--- config.mk ---
export PLATFORM = sky130hd
export DESIGN_NAME = bfv_div_cell
export DESIGN_NICKNAME = d
export VERILOG_FILES = /design/src/rtl/bfv_pkg.sv /design/src/rtl/bfv_div_cell.sv
export SDC_FILE = /design/constraint.sdc
export NUM_CORES = 1
export LEC_CHECK = 0
export BUFFER_PORTS_ARGS = -buffer_cell sky130_fd_sc_hd__buf_4
export CAP_MARGIN = 20
export CORE_MARGIN = 8
export CORE_UTILIZATION = 42
export CTS_CLUSTER_DIAMETER = 120
export CTS_CLUSTER_SIZE = 30
export DETAILED_ROUTE_END_ITERATION = 7
export GPL_TIMING_DRIVEN = 0
export PLACE_DENSITY = 0.86
export SLEW_MARGIN = 20
export SYNTH_ARGS = -nofsm -noshare
export SYNTH_HDL_FRONTEND = slang
export SYNTH_SLANG_ARGS = --single-unit
--- constraint.sdc ---
create_clock -name clk -period 0.8 [get_ports clk]
set_input_delay 0.12 -clock clk [delete_from_list [all_inputs] [get_ports clk]]
set_output_delay 0.12 -clock clk [all_outputs]
set_load 0.02 [all_outputs]
--- src/rtl/bfv_pkg.sv ---
package bfv_pkg;

	localparam int FRAC_BITS  = 16;
	localparam int IN_W       = 32;
	localparam int OUT_W      = 30;
	localparam int YIELD_W    = 27;
	localparam int VISC_W     = 30;
	localparam int GEOM_W     = 17;
	localparam int CFG_W      = 30;
	localparam int CFG_IDX_W  = 3;
	localparam int SUM_W      = 2 * IN_W;
	localparam int ROOT_W     = SUM_W / 2;
	localparam int SQRT_STEPS = ROOT_W;
	localparam int DIV_N_W    = ROOT_W + FRAC_BITS;
	localparam int DIV_D_W    = 32;
	localparam int DIV_STEPS  = DIV_N_W;
	localparam int WIDE_W     = IN_W + 4;

	localparam logic [31:0] INV_SQRT2_Q32 = 32'd3037000500;

	typedef enum logic [CFG_IDX_W-1:0] {
		REG_YIELD = 3'd0,
		REG_CAP   = 3'd1,
		REG_BASE  = 3'd2,
		REG_CELL  = 3'd3,
		REG_METRIC = 3'd4
	} cfg_reg_t;

	typedef struct packed {
		logic                valid;
		logic [SUM_W-1:0]    x;
		logic [ROOT_W:0]     rem;
		logic [ROOT_W-1:0]   root;
	} sqrt_stage_t;

	typedef struct packed {
		logic                valid;
		logic                tag;
		logic [DIV_D_W-1:0]  d;
		logic [DIV_N_W-1:0]  n;
		logic [DIV_D_W-1:0]  r;
		logic [DIV_N_W-1:0]  q;
	} div_stage_t;

	function automatic logic signed [IN_W-1:0] sat_s32(input logic signed [WIDE_W-1:0] v);
		logic signed [WIDE_W-1:0] hi;
		logic signed [WIDE_W-1:0] lo;
		hi = {{(WIDE_W-IN_W+1){1'b0}}, {(IN_W-1){1'b1}}};
		lo = ~hi;
		if (v > hi)
			return hi[IN_W-1:0];
		else if (v < lo)
			return lo[IN_W-1:0];
		else
			return v[IN_W-1:0];
	endfunction

endpackage

--- src/rtl/bfv_div_cell.sv ---
module bfv_div_cell (
	input  logic                clk,
	input  logic                arst_n,
	input  logic                adv,
	input  bfv_pkg::div_stage_t prev,
	output bfv_pkg::div_stage_t next
);
	import bfv_pkg::*;

	logic [DIV_D_W:0] rs;
	logic             ge;
	div_stage_t       nx;
	logic             valid_q;
	div_stage_t       data_q;

	always_comb begin
		rs       = {prev.r, prev.n[DIV_N_W-1]};
		ge       = rs >= {1'b0, prev.d};
		nx       = prev;
		nx.n     = {prev.n[DIV_N_W-2:0], 1'b0};
		nx.r     = ge ? DIV_D_W'(rs - {1'b0, prev.d}) : DIV_D_W'(rs);
		nx.q     = {prev.q[DIV_N_W-2:0], ge};
	end

	always_ff @(posedge clk or negedge arst_n) begin
		if (!arst_n)
			valid_q <= 1'b0;
		else if (adv)
			valid_q <= prev.valid;
	end

	always_ff @(posedge clk) begin
		if (adv)
			data_q <= nx;
	end

	always_comb begin
		next       = data_q;
		next.valid = valid_q;
	end

endmodule
==> impl_metrics.ini <==
[clock_network]
cts_buffers = 17
clock_latency_ns = 0.43
htreeDepth = 4
cts_root_buf = clkbuf_16
clock_sinks = 161
clk_path_buf_depth = 2
clk_pin_slew_ns = 0.07
cts_tree = done

[sta]
max_freq_ghz = 0.390
timing.final.crit_share = 3.21
hold_viol = 0
period_needed_ns = 2.56
hold_ws_ns = 0.00666
worst-slew-pin-transition_ns = 0.564
grt_setup_unrepaired = yes
setup_viol = 195
slew_headroom = 0.622
finalWorstSetupSlack_ns = -1.76
drv_slew = 0
finalSetupTns_ns = -106.80
clock-skew-final_ns = 0

[critical_path]
required_ns = 0.99
slowest_stage = or4_4
crit_top_cell = buf_8
crit_path_end_kind = register
start_kind = input pin
slowest_delay_ns = 0.54
cpLargestDelayFamily = compound AO/OA/AOI/OAI gates
worstPathArrival_ns = 2.75
rrSetupSlack_ns = -0.10
r2r_cells = 2
crit_path_max_fanout = 6
crit_type = input pin to register
r2r-start = valid_q
cp_num_buf_inv = 7
crit_chain = buf_4, inv_2, ha_4, buf_8, nand2_2, or4_4, a21oi_4, nor3_4, a211oi_2, o21ai_2, o31ai_4, buf_6, buf_12, buf_8, buf_8, a21oi_1
reg2reg_to = valid_q

[run_status]
outcome = finished with violations
violations = setup timing

[logic_synthesis]
ys_types = 50
syn_inst = 510
yosysSeqAreaShare = 0.683
yosys.area.top_type_share = 0.680
syn_nets = 708
synth-edff-count = 160
avgSynthCellArea_um2 = 13.9
ys_seq_elements = 161
yosys_warnings = 0
synth.area.top_cells = edfxtp_1, ha_1, a21oi_1, inv_1, nor2_1
synthesis.area_um2 = 7070
ys_async_sr_fraction = 0.00621
synthFlopType = edfxtp_1
yosysTopAreaCell = edfxtp_1

[floorplanning]
rows = 47
coreArea_um2 = 16500
io_pins = 327
die_h_um = 146
die_x_um = 146
start_util = 0.428
dieArea_um2 = 21200

[finish]
final_cell_mix = buf_4, buf_6, edfxtp_1
utilization = 0.799
nets = 1216
drive_gt1_frac = 0.459
n_fill_cell = 813
final_common_cell = buf_4
syn_to_final_growth_pct = 86.8

[placement]
dpl.hpwl_um = 18000
dp_slack_ns = -2.62
gp_congestion = 0.844
port_buffers = 324

[grt]
grt_max_degree = 60
overflow = 0
grt_pass1_wl_um = 45700
grt.total_usage = 0.285
first_global_vias = 7204
antenna_found_initial = 5

[route]
viasPerCell = 5.69
wl_per_cell_um = 28.2
drtPass1Iterations = 5
finalWirelength_um = 35400
vias = 7155
antenna_left = 0
drc_errors = 0
drtIter0Drc = 812

[power_and_ir_drop]
design_power_total_uw = 27000
p_per_area_nw_per_um2 = 2040
power_leakage_uw = 0.00563
ir_drop_uv = 1970

[hold_path]
hold_path_class = input pin to register
hp-start = prev[50]
hold_end = next[51]
holdPathStages = 2

[job]
maxCapViolCount = 0
final cells by class:
| type | instances | area [um2] | area share |
|---|---|---|---|
| Tap cell | 220 | 275 | 0.0208 |
| Inverter | 38 | 165 | 0.0125 |
| Clock buffer | 17 | 425 | 0.0322 |
| Buffer | 13 | 144 | 0.0109 |
| Timing Repair Buffer | 496 | 4780 | 0.362 |
| Multi-Input combinational cell | 291 | 2400 | 0.182 |
| Clock inverter | 15 | 170 | 0.0129 |
| Sequential cell | 161 | 4830 | 0.366 |
| Antenna cell | 6 | 15.0 | 0.00114 |
kinds of logic after synthesis:
family	synth area share
DFF	0.683
AOI/OAI and AO/OA	0.104
and+or+nand+nor	0.0658
buffers and inverters	0.0350
adders and majority gates	0.0595
xor gates and xnor gates	0.0335
muxes	0.0189
other	0.000530
synth_stat cells (all sizes together), types with 3 or more instances:
| master | number |
|---|---|
| nor2 | 35 |
| edfxtp | 160 |
| o21ai | 18 |
| nor4 | 4 |
| nor2b | 3 |
| ha | 32 |
| a21o | 12 |
| o211ai | 4 |
| buf | 13 |
| o21bai | 3 |
| a21oi | 56 |
| clkbuf | 7 |
| xnor2 | 15 |
| xor2 | 12 |
| o21a | 6 |
| nand2b | 3 |
| nand4 | 8 |
| nand2 | 26 |
| a211oi | 4 |
| inv | 38 |
| a31oi | 5 |
| nand3 | 8 |
| mux2 | 11 |
registers in the layout, indices dropped and copies added (netlist names):
| signal | count |
|---|---|
| next | 160 |
| valid_q | 1 |
report_power, final:
part | leakage [uW] | total, uW | internal, uW | switching [uW]
clock network | 0.000285 | 8590 | 4460 | 4130
logic | 0.00377 | 7610 | 3820 | 3790
registers | 0.00158 | 10800 | 10300 | 504
layer usage:
layer / global-route usage / routed length [um] / vias to the layer above
met3: 0.0749 / 3290 / 148
li1: - / - / 2920
met4: 0.151 / 2240 / 0
met5: 0 / 0 / -
met1: 0.300 / 11800 / 3478
met2: 0.513 / 18100 / 609
worst max-delay path by stage:
stage / startpoint / to / cells after the start
2_1_floorplan: prev[135] / next[61] / 12
3_3_place_gp: prev[135] / next[78] / 13
3_5_place_dp: prev[135] / next[78] / 13
4_1_cts: prev[146] / next[57] / 16
5_1_grt: prev[50] / next[69] / 11
6_report: prev[138] / next[48] / 16
per-stage QoR:
step	cells	cell area (um2)
floorplan	510	7250
global placement	1054	9960
detailed placement	1055	9990
CTS	1233	12800
global route	1256	13200
finish	1257	13200
timing repair:
| item | CTS | global route |
|---|---|---|
| gates cloned | 1 | 1 |
| hold buffers | 128 | 1 |
| hold endpoints to repair | 132 | 1 |
| buffers inserted | 23 | 21 |
| setup endpoints to repair | 298 | 247 |
| gates resized for setup | 200 | 56 |
| pin swaps | 16 | 22 |
No activity file was read; power rests on OpenSTA's default activity.
