[config.mk]
export PLATFORM = sky130hd
export DESIGN_NAME = bfv_sqrt_cell
export DESIGN_NICKNAME = d
export VERILOG_FILES = /design/src/rtl/bfv_pkg.sv /design/src/rtl/bfv_sqrt_cell.sv
export SDC_FILE = /design/constraint.sdc
export NUM_CORES = 1
export LEC_CHECK = 0
export ABC_AREA = 1
export BUFFER_PORTS_ARGS = -buffer_cell sky130_fd_sc_hd__buf_2
export CAP_MARGIN = 20
export CORE_MARGIN = 1
export CORE_UTILIZATION = 35
export CTS_BUF_LIST = sky130_fd_sc_hd__clkbuf_16
export CTS_CLUSTER_SIZE = 25
export DETAILED_ROUTE_END_ITERATION = 8
export PLACE_DENSITY_LB_ADDON = 0.08
export SLEW_MARGIN = 15
export SYNTH_ARGS = -nofsm -noshare
export SYNTH_HDL_FRONTEND = slang
export SYNTH_SLANG_ARGS = --single-unit
[constraint.sdc]
create_clock -name clk -period 1.5 [get_ports clk]
set_clock_uncertainty 0.05 [all_clocks]
set_input_delay 0.225 -clock clk [delete_from_list [all_inputs] [get_ports clk]]
set_output_delay 0.225 -clock clk [all_outputs]
set_load 0.01 [all_outputs]
[src/rtl/bfv_pkg.sv]
package bfv_pkg;

	localparam int FRAC_BITS  = 16;
	localparam int IN_W       = 32;
	localparam int OUT_W      = 30;
	localparam int YIELD_W    = 27;
	localparam int VISC_W     = 30;
	localparam int GEOM_W     = 17;
	localparam int CFG_W      = 30;
	localparam int CFG_IDX_W  = 3;
	localparam int SUM_W      = 2 * IN_W;
	localparam int ROOT_W     = SUM_W / 2;
	localparam int SQRT_STEPS = ROOT_W;
	localparam int DIV_N_W    = ROOT_W + FRAC_BITS;
	localparam int DIV_D_W    = 32;
	localparam int DIV_STEPS  = DIV_N_W;
	localparam int WIDE_W     = IN_W + 4;

	localparam logic [31:0] INV_SQRT2_Q32 = 32'd3037000500;

	typedef enum logic [CFG_IDX_W-1:0] {
		REG_YIELD = 3'd0,
		REG_CAP   = 3'd1,
		REG_BASE  = 3'd2,
		REG_CELL  = 3'd3,
		REG_METRIC = 3'd4
	} cfg_reg_t;

	typedef struct packed {
		logic                valid;
		logic [SUM_W-1:0]    x;
		logic [ROOT_W:0]     rem;
		logic [ROOT_W-1:0]   root;
	} sqrt_stage_t;

	typedef struct packed {
		logic                valid;
		logic                tag;
		logic [DIV_D_W-1:0]  d;
		logic [DIV_N_W-1:0]  n;
		logic [DIV_D_W-1:0]  r;
		logic [DIV_N_W-1:0]  q;
	} div_stage_t;

	function automatic logic signed [IN_W-1:0] sat_s32(input logic signed [WIDE_W-1:0] v);
		logic signed [WIDE_W-1:0] hi;
		logic signed [WIDE_W-1:0] lo;
		hi = {{(WIDE_W-IN_W+1){1'b0}}, {(IN_W-1){1'b1}}};
		lo = ~hi;
		if (v > hi)
			return hi[IN_W-1:0];
		else if (v < lo)
			return lo[IN_W-1:0];
		else
			return v[IN_W-1:0];
	endfunction

endpackage

[src/rtl/bfv_sqrt_cell.sv]
module bfv_sqrt_cell (
	input  logic                 clk,
	input  logic                 arst_n,
	input  logic                 adv,
	input  bfv_pkg::sqrt_stage_t prev,
	output bfv_pkg::sqrt_stage_t next
);
	import bfv_pkg::*;

	logic [ROOT_W+2:0] rs;
	logic [ROOT_W+2:0] trial;
	logic              ge;
	sqrt_stage_t       nx;
	logic              valid_q;
	sqrt_stage_t       data_q;

	always_comb begin
		rs       = {prev.rem, prev.x[SUM_W-1 -: 2]};
		trial    = {1'b0, prev.root, 2'b01};
		ge       = rs >= trial;
		nx.valid = prev.valid;
		nx.x     = {prev.x[SUM_W-3:0], 2'b00};
		nx.rem   = ge ? (ROOT_W+1)'(rs - trial) : (ROOT_W+1)'(rs);
		nx.root  = {prev.root[ROOT_W-2:0], ge};
	end

	always_ff @(posedge clk or negedge arst_n) begin
		if (!arst_n)
			valid_q <= 1'b0;
		else if (adv)
			valid_q <= prev.valid;
	end

	always_ff @(posedge clk) begin
		if (adv)
			data_q <= nx;
	end

	always_comb begin
		next       = data_q;
		next.valid = valid_q;
	end

endmodule

==> results summary <==
The proportion of layout cells with a drive suffix above 1 came out at 43.51%. The final-stage net count came out at 1448. The vias after detailed routing is 6686. In this run the tool buffered the top-level ports with 260 buffer cells. The maximum clock path buffer count is 2. For this run, global-route usage on met2 was measured as 37.32%. Synthesis inferred 128 register bits. The clock net in this run drives a total of 128 sinks.

TritonCTS built the clock tree. The worst setup path is launched from an input port. After detailed routing, the number of vias per cell comes to 4.283. The analysis attributes to cell leakage a power of 5.792 nW. The share of Yosys cell area claimed by the top area cell type came out at 53.82%.

met2 is the most crowded layer. The type of destination of the critical path is a register. The mean cell area of the mapped netlist is 8.715 um^2.

The met3 global-route usage came out at 4.934%. For this design, the slowest cell found on the critical path is sky130_fd_sc_hd__ha_4. For this run, the detailed router's first-pass iteration total came to 4. The final layout contains routed wiring with a total length of 22000 um.

The worst path in the final design needs a cycle of 1593 ps, including I/O delays and setup. The total clock buffers created by CTS is 17. The final critical-path share of the clock period is 106.2%. The synthesized design contains 127 enable-type register cells.

The initial antenna violation count is 3. The worst hold-check path type is input port to async pin. The cell depth of the worst setup path is 13. The dominant cell type by area after synthesis is sky130_fd_sc_hd__edfxtp_1. CTS placed an instance of sky130_fd_sc_hd__clkbuf_16 at the clock tree root. The sum of overflow across all layers after global routing came out at 0.

The number of failing hold endpoints at the final stage came out at 0. The overall die height is 144.3 um. The required time of the critical path came out at 1620 ps.

The logic depth of the worst register-to-register path is 1. At the later pin of the worst-skew pair, clock insertion delay measures 420 ps. The depth of the CTS H-tree came out at 4.

Yosys mapped the design onto 30 distinct sky130hd cell types. For this run, global-route usage on met1 was measured as 25.99%. At the end of routability-driven placement, the weighted congestion stood at 0.9022. The number of maximum-capacitance constraint violations is 0.

The first-pass GRT wire length is 33160 um. The HPWL after detailed placement is 16610 um. The die width is 144.3 um. The checks that failed: negative setup slack. Ranked by total cell area, the synthesized netlist is headed by sky130_fd_sc_hd__edfxtp_1, sky130_fd_sc_hd__nand2_1, sky130_fd_sc_hd__inv_1, sky130_fd_sc_hd__ha_1, sky130_fd_sc_hd__nand3_1. The number of DRC violations after detailed routing is 0. The via count of the first global-routing pass came out at 6546. The I/O pin total came out at 263.

The synthesized instance count is 813. The number of violations reported at the end of detailed-routing iteration 0 came out at 259. By instance count, the leading cell after synthesis is sky130_fd_sc_hd__nand2_1.

Counting stages on the worst path, the most repeated cell is sky130_fd_sc_hd__nand2_4. For this run, the register share of the synthesized area comes to 54.18%. The power density over the cells is 978.3 nW/um^2. The total routing resource utilization after global routing came out at 21.38%.

The die covers 20820 um^2. The post-synth design cell area came out at 7086 um^2. Once detail routing completed, the nets flagged for antenna violations numbered 0. The max-slew violation total from the final report came to 0. Relative to the synthesized area, the layout overhead comes to 66.36%. Sorting the synthesized cells by how often they occur yields sky130_fd_sc_hd__nand2_1, sky130_fd_sc_hd__inv_1, sky130_fd_sc_hd__edfxtp_1, sky130_fd_sc_hd__nand3_1, sky130_fd_sc_hd__nor2_1. STA puts the critical path data arrival time at 1710 ps. The primary flip-flop cell chosen by synthesis mapping is sky130_fd_sc_hd__edfxtp_1. The final setup violation count came out at 33. The share of async-settable or async-resettable flops after synthesis is 0.7813%. The maximum net fanout on the critical path is 11.

The design draws 0.01153 W. The pin count of the biggest net entering global routing came out at 53. The worst slack on hold paths is 51.12 ps. Derived from the worst setup path, the maximum achievable clock frequency is 0.6278 GHz. The setup slack after layout is -92.94 ps. Setup repair after global routing could not meet its margin everywhere. The effective utilization at floorplan is 36.05%.

The path type of the worst setup path is input port to register. The flow ran to the end, but the final reports show violations. The placeable core region is 19650 um^2. The buffer and inverter count on the worst path is 4.

The peak per-stage delay on the critical path came out at 280 ps. The wire length per cell after detailed routing is 14.09 um. The kind of cell with the highest combined delay along the critical path is simple AND/OR/NAND/NOR gates.

Walking the worst path, the cells encountered are buf_2, inv_4, ha_4, nand2_2, inv_2, nand2_4, nor2_4, nand4_1, nand3_4, nand2_4, nand2_8, buf_8, o21ai_1. The yosys synthesis warning count came out at 0. IR analysis of the VDD net gives a maximum drop of 0.8261 mV.

The clock-pin slew on the worst setup and hold paths is 60 ps. The number of placement rows is 51.
## cell usage in the layout, fill, tap and decap left out, types with 23 or more instances in the layout
| cell type | n |
|---|---|
| sky130_fd_sc_hd__nand2_1 | 263 |
| sky130_fd_sc_hd__buf_2 | 256 |
| sky130_fd_sc_hd__inv_1 | 127 |
| sky130_fd_sc_hd__edfxtp_1 | 127 |
| sky130_fd_sc_hd__buf_4 | 100 |
| sky130_fd_sc_hd__dlygate4sd3_1 | 95 |
| sky130_fd_sc_hd__nand2_2 | 51 |
| sky130_fd_sc_hd__nand3_1 | 33 |
| sky130_fd_sc_hd__ha_4 | 31 |
| sky130_fd_sc_hd__inv_2 | 26 |
| sky130_fd_sc_hd__nor2_1 | 23 |
## metal layers
metal	wire (um)	share of wire (%)	up-vias
met5	12	0.055	-
met4	350	1.6	2
met3	1357	6.2	26
met2	10670	48	203
met1	9608	44	2958
li1	-	-	3497
## area by class of cell
class / instances / area [um^2]
clock buffer: 17 / 425.4
tap: 265 / 331.6
antenna: 2 / 5.005
fill: 1813 / 7866
multi-input combinational: 518 / 3312
inverter: 159 / 638.1
timing repair buffer: 457 / 3084
sequential: 128 / 3839
clock inverter: 15 / 152.6
## flip-flops by register name, indices dropped and copies added (netlist names)
register	flops
valid_q	1
next	127
## path summary, 6_finish.rpt
| kind | startpoint | end | slack, ps |
|---|---|---|---|
| max | prev[13] | next[33] | -90 |
| min | arst_n | valid_q | 50 |
| max reg2reg | valid_q | valid_q | 710 |
| min reg2reg | valid_q | valid_q | 450 |
| max in group asynchronous | arst_n | valid_q | 1270 |
| min in group clk | adv | next[21] | 60 |
## logic make-up (layout without fill, tap and decap cells)
logic type / Yosys count / count (layout) / synth area share (%)
and+or+nand+nor: 442 / 442 / 26.43
buffers and inverters: 168 / 648 / 9.571
DFF: 128 / 128 / 54.18
adders and majority gates: 34 / 34 / 6.004
AOI/OAI and AO/OA: 25 / 25 / 1.872
xor gates and xnor gates: 14 / 14 / 1.731
other: 1 / 4 / 0.05292
muxes: 1 / 1 / 0.1589
## what timing repair did
| action | CTS | global route |
|---|---|---|
| setup endpoints to repair | 34 | 34 |
| pin swaps | 5 | 7 |
| hold buffers | 95 | 0 |
| endpoints found under the hold margin | 95 | 0 |
| gates resized for setup | 23 | 54 |
| buffers inserted | 4 | 3 |
## stage by stage
| stage | cells | setup TNS, ps | setup slack, ps | utilization (%) | instance area [um^2] |
|---|---|---|---|---|---|
| after floorplan | 814 | -7149 | -231.8 | - | 7676 |
| after global placement | 1425 | -19430 | -637.3 | 50.71 | 9967 |
| after detailed placement | 1425 | -19040 | -594.1 | 50.71 | 9967 |
| after CTS | 1556 | -1509 | -60.46 | 59.01 | 11600 |
| after global routing | 1561 | -4869 | -176.0 | 59.98 | 11790 |
| final | 1561 | -2593 | -92.94 | 59.98 | 11790 |
## power by group
part | internal, W | switching (W)
registers | 0.00435 | 0.0000882
logic | 0.00139 | 0.00158
clock network | 0.00233 | 0.00180
total | 0.00807 | 0.00346
(Power assumes the default switching activity.)
